<file path="config.mk">
export PLATFORM = sky130hd
export DESIGN_NAME = key_value_mailbox_controller_flat
export DESIGN_NICKNAME = d
export VERILOG_FILES = /design/src/rtl/kvm_pkg.sv /design/src/rtl/kvm_cmd_if.sv /design/src/rtl/kvm_rsp_if.sv /design/src/rtl/kvm_ram.sv /design/src/rtl/key_value_mailbox_controller.sv /design/src/flat_wrapper.sv
export SDC_FILE = /design/constraint.sdc
export NUM_CORES = 2
export LEC_CHECK = 0
export BUFFER_PORTS_ARGS = -buffer_cell sky130_fd_sc_hd__buf_2
export CAP_MARGIN = 5
export CORE_MARGIN = 4
export CORE_UTILIZATION = 62
export CTS_CLUSTER_SIZE = 25
export DETAILED_ROUTE_END_ITERATION = 10
export PLACE_DENSITY = 0.79
export SETUP_SLACK_MARGIN = 0.1
export SYNTH_ARGS = -nofsm -noshare
export SYNTH_HDL_FRONTEND = slang
export SYNTH_HIERARCHICAL = 1
export SYNTH_SLANG_ARGS = --single-unit
</file>
<file path="constraint.sdc">
create_clock -name i_clk -period 15.56 [get_ports i_clk]
set_input_delay 1.556 -clock i_clk [delete_from_list [all_inputs] [get_ports i_clk]]
set_output_delay 1.556 -clock i_clk [all_outputs]
set_load 0.01 [all_outputs]
</file>
<file path="src/rtl/kvm_pkg.sv">
// Shared types, codes and preload table of the key/value mailbox controller.
package kvm_pkg;

    typedef enum logic [1:0] {
        S_IDLE,
        S_SCAN,
        S_IDXRD,
        S_EMIT
    } t_state;

    typedef enum logic [1:0] {
        H_PLAIN  = 2'd0,
        H_COUNT  = 2'd1,
        H_POWER  = 2'd2,
        H_NOTIFY = 2'd3
    } t_handler;

    typedef struct packed {
        logic [31:0] id;
        logic [7:0]  size;
        logic [31:0] kind;
        logic [7:0]  attr;
        logic [63:0] value;
        t_handler    handler;
    } t_entry;

    localparam logic [7:0] FUNC_READ     = 8'h10;
    localparam logic [7:0] FUNC_READ_ALT = 8'h20;
    localparam logic [7:0] FUNC_WRITE    = 8'h11;
    localparam logic [7:0] FUNC_BY_INDEX = 8'h12;
    localparam logic [7:0] FUNC_INFO     = 8'h13;
    localparam logic [7:0] FUNC_BUF_ADDR = 8'h17;

    localparam logic [7:0] ST_OK         = 8'h00;
    localparam logic [7:0] ST_BAD_CMD    = 8'h82;
    localparam logic [7:0] ST_NOT_FOUND  = 8'h84;
    localparam logic [7:0] ST_NO_READ    = 8'h85;
    localparam logic [7:0] ST_NO_WRITE   = 8'h86;
    localparam logic [7:0] ST_BAD_ARG    = 8'h89;
    localparam logic [7:0] ST_BAD_INDEX  = 8'hB8;
    localparam logic [7:0] ST_BAD_POWER  = 8'hC0;
    localparam logic [7:0] ST_NOTE       = 8'h18;

    localparam logic [7:0] NOTE_PANB     = 8'h22;
    localparam logic [7:0] NOTE_PANE     = 8'h0A;
    localparam logic [7:0] NOTE_ENDPOINT = 8'h70;

    localparam logic [31:0] PW_OFFW = 32'h6F666677;
    localparam logic [31:0] PW_OFF1 = 32'h6F666631;
    localparam logic [31:0] PW_SUSP = 32'h73757370;
    localparam logic [31:0] PW_REST = 32'h72657374;
    localparam logic [31:0] PW_SLPW = 32'h736C7077;
    localparam logic [31:0] PW_PANB = 32'h70616E62;
    localparam logic [31:0] PW_PANE = 32'h70616E65;

    localparam logic [7:0] PRELOAD_COUNT = 8'd6;
    localparam logic [7:0] PRELOAD_ATTR  = 8'h04;

    // All-ones in the low n bytes.
    function automatic logic [63:0] byte_mask(input logic [7:0] n);
        logic [63:0] m;
        m = '0;
        for (int b = 0; b < 8; b++) begin
            if (n > 8'(b)) begin
                m[8*b +: 8] = 8'hFF;
            end
        end
        return m;
    endfunction

    // Reset contents of one table entry.
    function automatic t_entry preload(input logic [7:0] idx);
        t_entry e;
        e = '0;
        unique case (idx)
            8'd0: e = '{32'h234B4559, 8'd4, 32'h75693332, PRELOAD_ATTR, 64'd0, H_COUNT};
            8'd1: e = '{32'h434C4B48, 8'd8, 32'h7B636C68, PRELOAD_ATTR,
                        64'h4019010080700000, H_PLAIN};
            8'd2: e = '{32'h5247454E, 8'd1, 32'h75693820, PRELOAD_ATTR, 64'd3, H_PLAIN};
            8'd3: e = '{32'h61444323, 8'd4, 32'h75693332, PRELOAD_ATTR, 64'd0, H_PLAIN};
            8'd4: e = '{32'h4D425345, 8'd4, 32'h6865785F, PRELOAD_ATTR, 64'd0, H_POWER};
            8'd5: e = '{32'h4E45534E, 8'd4, 32'h6865785F, PRELOAD_ATTR, 64'd0, H_NOTIFY};
            default: e = '0;
        endcase
        return e;
    endfunction

endpackage

</file>
<file path="src/rtl/kvm_cmd_if.sv">
// Command channel: one mailbox command per transfer.
interface kvm_cmd_if;
    logic        valid;
    logic        ready;
    logic [7:0]  func;
    logic [7:0]  tag;
    logic [7:0]  length;
    logic [31:0] key_name;
    logic [63:0] write_data;

    modport source (output valid, func, tag, length, key_name, write_data, input ready);
    modport sink   (input valid, func, tag, length, key_name, write_data, output ready);
endinterface

</file>
<file path="src/rtl/kvm_rsp_if.sv">
// Response channel: one result word and its side flags per transfer.
interface kvm_rsp_if;
    logic        valid;
    logic        ready;
    logic [63:0] message;
    logic [63:0] buffer_data;
    logic        buffer_write;
    logic        shutdown_request;
    logic        table_full;
    logic        value_truncated;
    logic        last;

    modport source (output valid, message, buffer_data, buffer_write, shutdown_request,
                    table_full, value_truncated, last, input ready);
    modport sink   (input valid, message, buffer_data, buffer_write, shutdown_request,
                    table_full, value_truncated, last, output ready);
endinterface

</file>
<file path="src/rtl/kvm_ram.sv">
// Generic single-write, single-read RAM with registered read data.
module kvm_ram #(
    parameter int WIDTH = 8,
    parameter int DEPTH = 16
) (
    input  logic                     i_clk,
    input  logic                     i_we,
    input  logic [$clog2(DEPTH)-1:0] i_waddr,
    input  logic [WIDTH-1:0]         i_wdata,
    input  logic [$clog2(DEPTH)-1:0] i_raddr,
    output logic [WIDTH-1:0]         o_rdata
);
    logic [WIDTH-1:0] r_mem [DEPTH];

    always_ff @(posedge i_clk) begin
        if (i_we) begin
            r_mem[i_waddr] <= i_wdata;
        end
        o_rdata <= r_mem[i_raddr];
    end
endmodule

</file>
<file path="src/rtl/key_value_mailbox_controller.sv">
// Top level of the key/value mailbox controller: sequencer over the key table RAM.
//
// One command is taken at a time. A command that names a key (read, write,
// info) scans the table from entry 0, one RAM read a cycle with the compare on
// the registered read data. A match ends the scan early. By-index needs one
// table read, or none when the index is out of range; buffer-address and
// unknown commands go straight to the response. A power write of a panic word
// gives two transfers, the notification (last low) and then the response. The
// response register lets the next command enter while a result still waits;
// a second result that finds the register still full holds the sequencer, and
// with it the input. The table lives in one RAM; per-entry valid bits, cleared
// at reset, make an entry never written read as its preloaded contents, so no
// clearing pass is needed.
// Write the configuration register only while no command is in flight: the
// buffer address is read when the response is formed.
module key_value_mailbox_controller #(
    parameter int MAX_KEYS    = 16,
    parameter int VALUE_BYTES = 8
) (
    input  logic        i_clk,
    input  logic        i_rst_n,
    input  logic        i_cfg_we,
    input  logic [63:0] i_cfg_data,
    kvm_cmd_if.sink     i_cmd,
    kvm_rsp_if.source   o_rsp
);
    import kvm_pkg::*;

    localparam int AW = $clog2(MAX_KEYS);
    localparam int TW = $clog2(MAX_KEYS + 1);
    localparam int VW = 8 * VALUE_BYTES;
    localparam int RW = 32 + 8 + 32 + 8 + VW + 2;
    localparam logic [TW-1:0] TOTAL_MAX = TW'(MAX_KEYS);
    localparam logic [7:0]    VB8       = 8'(VALUE_BYTES);

    t_state r_state, n_state;

    // command held for the whole transaction
    logic [7:0]  r_func, r_tag, r_len;
    logic [31:0] r_key;
    logic [63:0] r_wdata;

    logic [TW-1:0] r_idx, r_total;
    logic          r_pend, r_rdv, r_found, r_note;
    logic [AW-1:0] r_pidx, r_fidx;
    logic [MAX_KEYS-1:0] r_valid;
    logic [63:0]   r_buf_addr;

    // captured entry
    logic [31:0] r_eid, r_ekind;
    logic [7:0]  r_esize, r_eattr;
    logic [VW-1:0] r_evalue;
    t_handler    r_ehand;

    // response register
    logic        r_ov;
    logic [63:0] r_msg, r_buf;
    logic        r_bw, r_sd, r_full, r_trunc, r_last;

    logic [AW-1:0] rd_addr, wr_addr;
    logic [RW-1:0] rd_data, wr_data;
    logic          wr_en;

    logic accept, ofree, issue, match, idx_ok;
    logic [31:0] e_id, e_kind;
    logic [7:0]  e_size, e_attr;
    logic [VW-1:0] e_value;
    t_handler    e_hand;
    t_entry      pre;

    logic        c_emit, c_done;
    logic [63:0] c_msg, c_buf;
    logic        c_bw, c_sd, c_full, c_trunc, c_last;
    logic [VW-1:0] c_wval;
    logic [7:0]  c_kept;

    kvm_ram #(.WIDTH(RW), .DEPTH(MAX_KEYS)) u_table (
        .i_clk   (i_clk),
        .i_we    (wr_en),
        .i_waddr (wr_addr),
        .i_wdata (wr_data),
        .i_raddr (rd_addr),
        .o_rdata (rd_data)
    );

    assign accept = i_cmd.valid && i_cmd.ready;
    assign ofree  = !r_ov || o_rsp.ready;
    assign i_cmd.ready = (r_state == S_IDLE);
    assign idx_ok = ({{(32-TW){1'b0}}, r_total} > i_cmd.key_name);
    assign issue  = (r_idx < r_total);

    // read address: scan pointer, or the index straight from the command
    always_comb begin
        rd_addr = r_idx[AW-1:0];
        if (r_state == S_IDLE) begin
            rd_addr = i_cmd.key_name[AW-1:0];
        end
    end

    // entry as read, or its preload when never written
    always_comb begin
        pre = preload(8'(r_pidx));
        if (r_rdv) begin
            {e_id, e_size, e_kind, e_attr, e_value} = rd_data[RW-1:2];
            e_hand = t_handler'(rd_data[1:0]);
        end else begin
            e_id    = pre.id;
            e_size  = pre.size;
            e_kind  = pre.kind;
            e_attr  = pre.attr;
            e_value = pre.value[VW-1:0] & VW'(byte_mask((pre.size < VB8) ? pre.size : VB8));
            e_hand  = pre.handler;
        end
    end

    assign match = r_pend && (e_id == r_key);

    // next state
    always_comb begin
        n_state = r_state;
        unique case (r_state)
            S_IDLE: begin
                if (accept) begin
                    unique case (i_cmd.func) inside
                        FUNC_READ, FUNC_READ_ALT, FUNC_WRITE, FUNC_INFO: n_state = S_SCAN;
                        FUNC_BY_INDEX: n_state = idx_ok ? S_IDXRD : S_EMIT;
                        default: n_state = S_EMIT;
                    endcase
                end
            end
            S_SCAN:  if (match || !issue) n_state = S_EMIT;
            S_IDXRD: n_state = S_EMIT;
            S_EMIT:  if (c_done) n_state = S_IDLE;
            default: n_state = S_IDLE;
        endcase
    end

    // response composition and table write-back
    always_comb begin
        c_emit  = (r_state == S_EMIT) && ofree;
        c_done  = c_emit;
        c_msg   = '0;
        c_buf   = '0;
        c_bw    = 1'b0;
        c_sd    = 1'b0;
        c_full  = 1'b0;
        c_trunc = 1'b0;
        c_last  = 1'b1;
        wr_en   = 1'b0;
        wr_addr = r_fidx;
        c_kept  = (r_len < VB8) ? r_len : VB8;
        c_wval  = r_wdata[VW-1:0] & VW'(byte_mask(c_kept));
        wr_data = {r_eid, r_len, r_ekind, r_eattr, c_wval, r_ehand};
        case (r_func) inside
            FUNC_BUF_ADDR: c_msg = r_buf_addr;
            FUNC_READ, FUNC_READ_ALT: begin
                logic [7:0]    sz;
                logic [VW-1:0] val;
                sz  = (r_ehand == H_COUNT) ? 8'd4 : r_esize;
                val = (r_ehand == H_COUNT) ? VW'(r_total) : r_evalue;
                if (!r_found) begin
                    c_msg = {48'd0, r_tag, ST_NOT_FOUND};
                end else if (r_ehand == H_POWER || r_ehand == H_NOTIFY) begin
                    c_msg = {48'd0, r_tag, ST_NO_READ};
                end else if (sz <= 8'd4) begin
                    c_msg = {val[31:0] & 32'(byte_mask(sz)), 8'd0, sz, r_tag, ST_OK};
                end else begin
                    c_msg = {32'd0, 8'd0, sz, r_tag, ST_OK};
                    c_buf = 64'(val & VW'(byte_mask((sz < VB8) ? sz : VB8)));
                    c_bw  = 1'b1;
                end
            end
            FUNC_WRITE: begin
                logic [7:0] st;
                st = ST_OK;
                if (r_found && r_ehand == H_COUNT) begin
                    st = ST_NO_WRITE;
                end else if (r_found && r_ehand == H_POWER) begin
                    if (r_len != r_esize) begin
                        st = ST_BAD_ARG;
                    end else begin
                        case (r_wdata[31:0]) inside
                            PW_OFFW, PW_OFF1, PW_SUSP: c_sd = 1'b1;
                            PW_REST, PW_SLPW: st = ST_OK;
                            PW_PANB, PW_PANE: begin
                                // send the notification ahead of the response
                                if (!r_note) begin
                                    c_done = 1'b0;
                                    c_last = 1'b0;
                                end
                            end
                            default: st = ST_BAD_POWER;
                        endcase
                    end
                end else begin
                    c_trunc = (r_len > VB8);
                    if (r_found) begin
                        wr_en = c_done;
                    end else if (r_total >= TOTAL_MAX) begin
                        c_full = 1'b1;
                    end else begin
                        wr_en   = c_done;
                        wr_addr = r_total[AW-1:0];
                        wr_data = {r_key, r_len, 32'd0, 8'd0, c_wval, H_PLAIN};
                    end
                end
                if (!c_last) begin
                    c_msg = {NOTE_ENDPOINT,
                             (r_wdata[31:0] == PW_PANB) ? NOTE_PANB : NOTE_PANE,
                             40'd0, ST_NOTE};
                    c_sd  = 1'b0;
                end else begin
                    c_msg = {40'd0, r_len, r_tag, st};
                end
            end
            FUNC_BY_INDEX: begin
                if (r_found) begin
                    c_msg = {r_eid[7:0], r_eid[15:8], r_eid[23:16], r_eid[31:24],
                             16'd0, r_tag, ST_OK};
                end else begin
                    c_msg = {48'd0, r_tag, ST_BAD_INDEX};
                end
            end
            FUNC_INFO: begin
                if (r_found) begin
                    c_msg = {48'd0, r_tag, ST_OK};
                    c_buf = {16'd0, r_eattr, r_ekind, r_esize};
                    c_bw  = 1'b1;
                end else begin
                    c_msg = {48'd0, r_tag, ST_NOT_FOUND};
                end
            end
            default: c_msg = {48'd0, r_tag, ST_BAD_CMD};
        endcase
    end

    always_ff @(posedge i_clk) begin
        // track which entry the registered read data belongs to
        r_pidx <= rd_addr;
        r_rdv  <= r_valid[rd_addr];

        if (!i_rst_n) begin
            r_state    <= S_IDLE;
            r_total    <= TW'(PRELOAD_COUNT);
            r_valid    <= '0;
            r_buf_addr <= '0;
            r_ov       <= 1'b0;
            r_pend     <= 1'b0;
            r_note     <= 1'b0;
            r_found    <= 1'b0;
            r_idx      <= '0;
        end else begin
            r_state <= n_state;
            if (i_cfg_we) begin
                r_buf_addr <= i_cfg_data;
            end

            if (accept) begin
                r_func  <= i_cmd.func;
                r_tag   <= i_cmd.tag;
                r_len   <= i_cmd.length;
                r_key   <= i_cmd.key_name;
                r_wdata <= i_cmd.write_data;
                r_idx   <= '0;
                r_pend  <= 1'b0;
                r_note  <= 1'b0;
                r_found <= (i_cmd.func == FUNC_BY_INDEX) && idx_ok;
            end

            // advance the scan; hold the matching entry
            if (r_state == S_SCAN) begin
                if (match) begin
                    r_found <= 1'b1;
                    r_fidx  <= r_pidx;
                end else if (issue) begin
                    r_pend <= 1'b1;
                    r_idx  <= r_idx + 1'b1;
                end
            end
            if ((r_state == S_SCAN && match) || r_state == S_IDXRD) begin
                r_eid    <= e_id;
                r_esize  <= e_size;
                r_ekind  <= e_kind;
                r_eattr  <= e_attr;
                r_evalue <= e_value;
                r_ehand  <= e_hand;
            end

            if (wr_en) begin
                r_valid[wr_addr] <= 1'b1;
                if (!r_found) begin
                    r_total <= r_total + 1'b1;
                end
            end

            // response register
            if (c_emit) begin
                r_ov    <= 1'b1;
                r_msg   <= c_msg;
                r_buf   <= c_buf;
                r_bw    <= c_bw;
                r_sd    <= c_sd;
                r_full  <= c_full;
                r_trunc <= c_trunc;
                r_last  <= c_last;
                if (!c_last) begin
                    r_note <= 1'b1;
                end
            end else if (o_rsp.ready) begin
                r_ov <= 1'b0;
            end
        end
    end

    assign o_rsp.valid            = r_ov;
    assign o_rsp.message          = r_msg;
    assign o_rsp.buffer_data      = r_buf;
    assign o_rsp.buffer_write     = r_bw;
    assign o_rsp.shutdown_request = r_sd;
    assign o_rsp.table_full       = r_full;
    assign o_rsp.value_truncated  = r_trunc;
    assign o_rsp.last             = r_last;

    a_write_in_emit: assert property (@(posedge i_clk) disable iff (!i_rst_n)
        wr_en |-> (r_state == S_EMIT && r_func == FUNC_WRITE))
        else $error("table written outside a write response");

    a_total_bound: assert property (@(posedge i_clk) disable iff (!i_rst_n)
        r_total <= TOTAL_MAX)
        else $error("key total beyond table depth");

    a_append_counts: assert property (@(posedge i_clk) disable iff (!i_rst_n)
        (wr_en && !r_found) |=> (r_total == $past(r_total) + 1'b1))
        else $error("appended key not counted");

    a_note_then_resp: assert property (@(posedge i_clk) disable iff (!i_rst_n)
        (c_emit && !c_last) |=> (r_state == S_EMIT && r_note))
        else $error("notification not followed by its response");
endmodule

</file>
<file path="src/flat_wrapper.sv">
// flat-port wrapper written by rule: the top's interface ports become plain ports
module key_value_mailbox_controller_flat import kvm_pkg::*;
#(
    parameter int MAX_KEYS    = 16,
    parameter int VALUE_BYTES = 8
)
  (i_clk, i_rst_n, i_cfg_we, i_cfg_data, i_cmd_valid, i_cmd_func, i_cmd_tag, i_cmd_length, i_cmd_key_name, i_cmd_write_data, i_cmd_ready, o_rsp_valid, o_rsp_message, o_rsp_buffer_data, o_rsp_buffer_write, o_rsp_shutdown_request, o_rsp_table_full, o_rsp_value_truncated, o_rsp_last, o_rsp_ready);
  kvm_cmd_if i_cmd_i ();
  kvm_rsp_if o_rsp_i ();
  input  logic i_clk;
  input  logic i_rst_n;
  input  logic i_cfg_we;
  input  logic [63:0] i_cfg_data;
  input wire logic [$bits(i_cmd_i.valid)-1:0] i_cmd_valid;
  input wire logic [$bits(i_cmd_i.func)-1:0] i_cmd_func;
  input wire logic [$bits(i_cmd_i.tag)-1:0] i_cmd_tag;
  input wire logic [$bits(i_cmd_i.length)-1:0] i_cmd_length;
  input wire logic [$bits(i_cmd_i.key_name)-1:0] i_cmd_key_name;
  input wire logic [$bits(i_cmd_i.write_data)-1:0] i_cmd_write_data;
  output wire logic [$bits(i_cmd_i.ready)-1:0] i_cmd_ready;
  output wire logic [$bits(o_rsp_i.valid)-1:0] o_rsp_valid;
  output wire logic [$bits(o_rsp_i.message)-1:0] o_rsp_message;
  output wire logic [$bits(o_rsp_i.buffer_data)-1:0] o_rsp_buffer_data;
  output wire logic [$bits(o_rsp_i.buffer_write)-1:0] o_rsp_buffer_write;
  output wire logic [$bits(o_rsp_i.shutdown_request)-1:0] o_rsp_shutdown_request;
  output wire logic [$bits(o_rsp_i.table_full)-1:0] o_rsp_table_full;
  output wire logic [$bits(o_rsp_i.value_truncated)-1:0] o_rsp_value_truncated;
  output wire logic [$bits(o_rsp_i.last)-1:0] o_rsp_last;
  input wire logic [$bits(o_rsp_i.ready)-1:0] o_rsp_ready;
  assign i_cmd_i.valid = i_cmd_valid;
  assign i_cmd_i.func = i_cmd_func;
  assign i_cmd_i.tag = i_cmd_tag;
  assign i_cmd_i.length = i_cmd_length;
  assign i_cmd_i.key_name = i_cmd_key_name;
  assign i_cmd_i.write_data = i_cmd_write_data;
  assign i_cmd_ready = i_cmd_i.ready;
  assign o_rsp_valid = o_rsp_i.valid;
  assign o_rsp_message = o_rsp_i.message;
  assign o_rsp_buffer_data = o_rsp_i.buffer_data;
  assign o_rsp_buffer_write = o_rsp_i.buffer_write;
  assign o_rsp_shutdown_request = o_rsp_i.shutdown_request;
  assign o_rsp_table_full = o_rsp_i.table_full;
  assign o_rsp_value_truncated = o_rsp_i.value_truncated;
  assign o_rsp_last = o_rsp_i.last;
  assign o_rsp_i.ready = o_rsp_ready;
  key_value_mailbox_controller #(.MAX_KEYS(MAX_KEYS), .VALUE_BYTES(VALUE_BYTES)) u_core (.i_clk(i_clk), .i_rst_n(i_rst_n), .i_cfg_we(i_cfg_we), .i_cfg_data(i_cfg_data), .i_cmd(i_cmd_i), .o_rsp(o_rsp_i));
endmodule
</file>
# Word level (Yosys, flattened, before mapping)
# Memory sizes are Yosys's and may differ from the RTL's. A register that Yosys moved wholly into a read port is not among the register bits.
# Cells that the tools add are included.
classes:
  n_reduce_logical: 31
  magnitude_cmp: 39
  shift: 0
  multipliers: 0
  bitwise_logic: 9
  add_sub_neg: 2
  n_eq_ne: 34
  mux: 217
  div: 0
ops:
  columns: ["operator", "count"]
  rows:
  - ["$mux W64", 17]
  - ["$mux W146", 7]
  - ["$mux W8", 110]
  - ["$pmux W145 S6", 1]
  - ["$eq A32 B31 Y1 const B", 7]
  - ["$and A64 B64 Y64", 3]
  - ["$gt A8 B3 Y1 const B", 12]
  - ["$eq A8 B5 Y1 const B", 9]
  - ["$gt A8 B1 Y1 const B", 8]
  - ["$gt A8 B2 Y1 const B", 8]
  - ["$mux W32", 2]
  - ["$mux W63", 1]
  - ["$mux W1", 57]
  - ["$mux W48", 1]
  - ["$and A32 B32 Y32", 1]
  - ["$eq A32 B32 Y1", 1]
  - ["$gt A5 B32 Y1", 1]
  - ["$mux W4", 8]
  - ["$lt A8 B4 Y1 const B", 3]
  - ["$mux W5", 4]
  - ["$eq A8 B6 Y1 const B", 2]
  - ["$or A16 B16 Y16", 1]
  - ["$add A5 B1 Y5 const B", 2]
  - ["$lt A4 B5 Y1 const B", 2]
  - ["34 further kinds", 64]
word_totals:
  elab_cells: 363
  out_inout_bits: 135
  ram_bits: 2336
  inputBits: 189
  register_bits: 504
  rom_bits: 0
  latchBits: 0
  n_memories: 1
mem_list:
  columns: ["memory", "depth", "word_bits", "read_ports", "rd_ports_with_merged_regs", "write_ports", "line", "rtl"]
  rows:
  - ["u_core.u_table.r_mem", 16, 146, 1, 1, 1, "kvm_ram.sv:13", "logic [WIDTH-1:0] r_mem [DEPTH];"]

# Depth between registers and ports, before layout
logic_depth:
  ltp_word: 16
  ltp_mapped: 13
  mapped_depth_nobuf: 10

# Hierarchy
# The synthesis kept the hierarchy.
modules_own_cells:
  columns: ["mod", "n_inst", "area_each_um2", "cells_per_inst"]
  rows:
  - ["kvm_ram", 1, 90847.1, 3833]
  - ["key_value_mailbox_controller", 1, 22177.5, 1800]

# Worst setup path before layout
# No wires, ideal clock.
synth_path:
  path_type: "input-to-reg"
  from: "in o_rsp_ready"
  to: "mem u_core/u_table/r_mem[0][0] (netlist name), enable pin"
  slack_ps: 2283
  arrival_ps: 12447
  cell_stages: 6
  path_cell_list: "nand2b_1 > nand2_1 > nor2_1 > and3_1 > or3b_2 > nor3_1"
synth_via:
  elab_chain_cells: 11
synth_lines:
  columns: ["element", "line", "rtl"]
  rows:
  - ["from (decl)", "flat_wrapper.sv:29", "input wire logic [$bits(o_rsp_i.ready)-1:0] o_rsp_ready;"]
  - ["$logic_or A1 B1 Y1 (*)", "key_value_mailbox_controller.sv:87", "assign ofree = !r_ov || o_rsp.ready;"]
  - ["$logic_and A1 B1 Y1 (*)", "key_value_mailbox_controller.sv:140", "c_emit = (r_state == S_EMIT) && ofree;"]
  - ["$mux W1", "key_value_mailbox_controller.sv:199", "end else if (r_total >= TOTAL_MAX) begin"]
  - ["$mux W1 (*)", "key_value_mailbox_controller.sv:197", "if (r_found) begin"]
  - ["$mux W1 (*)", "key_value_mailbox_controller.sv:178", "end else if (r_found && r_ehand == H_POWER) begin"]
  - ["$mux W1 (*)", "key_value_mailbox_controller.sv:176", "if (r_found && r_ehand == H_COUNT) begin"]
  - ["$mux W1 (*) (3 in series)", "key_value_mailbox_controller.sv:154", "case (r_func) inside"]
  - ["net u_core.wr_en", "key_value_mailbox_controller.sv:62", "logic wr_en;"]
  - ["$mux W1 (*)", "kvm_ram.sv:16", "if (i_we) begin"]
  - ["$mux W1 (implied by the code) (*)", "kvm_ram.sv:17", "r_mem[i_waddr] <= i_wdata;"]
  - ["to (decl)", "kvm_ram.sv:13", null]
# Mark *: on every way through the listed nets, which the timed path passes. The rest lies on a longest branch.

# Worst setup path after layout
layout_path:
  from: "reg u_core.r_func[5]"
  to: "mem u_core/u_table/r_mem[10][7] (netlist name), enable pin"
layout_via:
  elab_cells_between_ends: 13
layout_rtl:
  columns: ["element", "line", "rtl"]
  rows:
  - ["from (decl)", "key_value_mailbox_controller.sv:39", "logic [7:0] r_func, r_tag, r_len;"]
  - ["from (signal assigned)", "key_value_mailbox_controller.sv:259", "r_func <= i_cmd.func;"]
  - ["$eq A8 B5 Y1 (no source line) or $eq A8 B6 Y1 (tied branches)", null, null]
  - ["$mux W4 or $reduce_or A2 Y1 (tied branches)", null, null]
  - ["$mux W4", "key_value_mailbox_controller.sv:154", null]
  - ["$mux W4 (*)", "key_value_mailbox_controller.sv:154", null]
  - ["net u_core.wr_addr[0]", "key_value_mailbox_controller.sv:60", "logic [AW-1:0] rd_addr, wr_addr;"]
# Marks and branches as above.

==> impl_metrics.csv <==
group,metric,value,unit
clock_network,cts_buffers,301,
final_layout,fin_util,70.0,%
logic_synthesis,async_reset_ff_share,0,%
sta,fin_crit_sh,46.5,%
final_layout,final_area,0.127,sq mm
sta,finalSetupTns,0,ns
global_route,grt_pass1_vias,61200,
power_and_ir_drop,power_frac_seq,47.0,%
global_route,grt_pass1_wl,440000,um
global_route,antenna_found_initial,19,
power_and_ir_drop,power_frac_comb,19.5,%
logic_synthesis,synth_edf_count,2739,
sta,hold_violations,0,
final_layout,num-nets-final,6286,
status,status,"finished clean",
power_and_ir_drop,total_leakage_power,41.3,nW
final_layout,area_delta_synth_final,12.0,%
floorplanning,rows,156,
logic_synthesis,ys.flop_type,"edfxtp_1",
logic_synthesis,seq_area_frac_synth,77.1,%
final_layout,drive_above_1_share,24.9,%
power_and_ir_drop,p_per_area,163,mW/mm^2
floorplanning,core_area,0.181,sq mm
drt,first_iter_violations,10400,
setup_path,required,16.09,ns
final_layout,final_common_cell,"edfxtp_1",
floorplanning,dieArea,0.189,sq mm
floorplanning,fp.dieH,435,um
power_and_ir_drop,p_int,15.0,mW
sta,grt_setup_unrepaired,"false",
setup_path,crit_family,"buffers and inverters",
final_layout,final_cell_mix,"edfxtp_1 (2,739), mux4_2 (541), buf_2 (322)",
power_and_ir_drop,switchingPower,5.64,mW
place,postPlaceCellArea,0.117,sq mm
logic_synthesis,synth_nets,5838,
place,portBuffers,323,
floorplanning,start_util,62.5,%
clock_network,cts_max_path_buffers,4,
sta,slew_viol_final,0,
setup_path,endpoint_kind,"flip-flop",
global_route,grt_overflow,0,
logic_synthesis,ys_ff_latch,2986,
drt,first_pass_iters,8,
sta,setup_ws,8.32,ns
drt,totalWireLength,309000,um
clock_network,post-cts-setup-buffer-count,0,
drt,via_per_inst,7.06,
place,dp_slack,8.58,ns
drt,drc,0,
setup_path,crit_top_cell,"buf_4",
clock_network,cts_tree,"built",
sta,setup_violations,0,
sta,holdWs,0.471,ns
setup_path,critical_path.startpoint,"u_core/r_func[5]$_DFFE_PP_",
clock_network,cts_root_buf,"clkbuf_16",
setup_path,critPathArrivalTime,7.77,ns
place,gp_congestion,0.937,
drt,ant_nets,0,
logic_synthesis,yosysWarningCount,6,
sta,clock.fmax,138,MHz
logic_synthesis,yosysUniqueCellTypes,76,
power_and_ir_drop,pwr-share-clk,33.5,%
global_route,grt.total_usage,32.5,%
setup_path,path_max_fanout,63,
clock_network,cts.sinks,2986,
drt,wl_per_cell,35.6,um
sta,tightest_slew,1.39,ns
global_route,grt_start_max_net_pins,141,
power_and_ir_drop,p_sw_share,27.3,%
logic_synthesis,syn_area_per_cell,20.1,sq um
sta,period_needed,7.24,ns
place,hpwl,166000,um
logic_synthesis,synth_area,0.113,sq mm
power_and_ir_drop,vdd_drop_max,152,uV
setup_path,path_class,"flip-flop to flip-flop",
clock_network,path_clk_slew,0.06,ns
clock_network,holdBufCountCts,0,
setup_path,critical-path-slowest-cell,"buf_4",
setup_path,max_stage_delay,0.92,ns
hold_path,hp-start,"u_core/r_valid[3]$_SDFFE_PN0P_",
setup_path,r2r-start,"u_core/r_func[5]$_DFFE_PP_",
floorplanning,ios,324,
setup_path,path_cells,"nor4b_1 -> nand4b_1 -> or3_4 -> buf_4 -> a21oi_1 -> inv_1 -> nand2b_1 -> nor2_4 -> buf_4 -> buf_4 -> buf_4",
floorplanning,die_w,435,um
sta,slew_headroom,6.63,%
logic_synthesis,syn_inst,5633,
setup_path,critPathLaunchType,"flip-flop",
setup_path,worst-path-buf-inv,5,
clock_network,cts_htree_levels,5,
hold_path,hp-class,"flip-flop to flip-flop",
sta,final.setup_skew,0.0539,ns
clock_network,post_cts_resize_count,0,
clock_network,insertion_delay,0.95,ns
job,maxCapViolations,0,
drt,num_vias,61300,
## flip-flops by register name, summed over array words and instances (netlist names), 4 cells and up
name	cells
u_core/u_table/r_mem	2336
u_core/u_table/o_rdata	146
u_core/o_rsp.buffer_data	64
u_core/o_rsp.message	64
u_core/r_buf_addr	64
u_core/r_evalue	64
u_core/r_wdata	64
u_core/r_eid	32
u_core/r_ekind	32
u_core/r_key	32
u_core/r_valid	16
u_core/r_eattr	8
u_core/r_esize	8
u_core/r_func	8
u_core/r_len	8
u_core/r_tag	8
u_core/r_idx	5
u_core/r_total	5
u_core/r_fidx	4
u_core/r_pidx	4
## per-layer routing
metal	GRT usage, %	vias up	share of wire [%]
li1	-	23800	-
met1	44.1	31500	34
met2	50.1	5117	47
met3	7.41	919	13
met4	17.2	6	6.3
met5	0	-	0.015
## worst paths after layout
| check | endpoint | slack (ns) | cells after the start |
|---|---|---|---|
| hold reg to reg | u_core/r_valid[3]$_SDFFE_PN0P_ | 0.47 | 1 |
| hold / removal | u_core/r_valid[3]$_SDFFE_PN0P_ | 0.47 | 1 |
| setup / recovery | u_core/u_table/r_mem[10][7]$_DFFE_PP_ | 8.32 | 11 |
| setup reg to reg | u_core/u_table/r_mem[10][7]$_DFFE_PP_ | 8.32 | 11 |
## per-stage QoR
step	total power, mW	instances
3_3_place_gp	13.7	8148
4_1_cts	20.7	8672
5_1_grt	21.3	8672
6_report	20.7	8679
3_5_place_dp	13.8	8148
2_1_floorplan	12.6	5633
## area by class of cell
type	instances	area, sq um
sequential	2986	87200
fill	10300	54300
multi-input combinational	2301	24300
clock buffer	405	8360
tap	2370	2970
timing repair buffer	442	2660
clock inverter	119	931
inverter	49	200
antenna	7	17.5
## cells by family after synthesis
logic type,Yosys count,synth area share (%)
adders and majority gates,16,0.177
and+or+nand+nor,893,4.02
buffers and inverters,346,1.58
DFF,2986,77.1
muxes,765,12.9
xor gates and xnor gates,38,0.294
AOI/OAI and AO/OA,589,3.89
## synth_stat cells (all sizes together) (12+ instances only)
cell type / instances / area share [%]
xor2: 22 / 0.17
a222oi: 19 / 0.17
a32o: 20 / 0.18
o21a: 23 / 0.15
nor3: 23 / 0.12
a22o: 35 / 0.27
a21oi: 38 / 0.17
dfxtp: 247 / 4.4
and2: 174 / 0.96
nor2: 147 / 0.49
o211ai: 12 / 0.080
ha: 16 / 0.18
o221ai: 31 / 0.24
nand2: 304 / 1.0
a21o: 12 / 0.080
a22oi: 260 / 1.7
mux2i: 107 / 0.95
nand3: 25 / 0.11
xnor2: 16 / 0.12
clkbuf: 134 / 0.45
nor2b: 88 / 0.49
nand2b: 35 / 0.19
nor4: 24 / 0.14
buf: 163 / 0.98
mux2: 117 / 1.2
mux4: 541 / 11
edfxtp: 2739 / 73
a221oi: 17 / 0.13
inv: 49 / 0.16
o21ai: 75 / 0.33
## power groups by stage
stage	clock [mW]	sequential [mW]	combinational (mW)
floorplan	0	9.64	2.96
global placement	0	9.83	3.82
detailed placement	0	9.84	3.91
CTS	6.98	9.69	4.00
global route	7.34	9.70	4.24
finish	6.92	9.70	4.03
No activity file was read; power rests on OpenSTA's default activity.
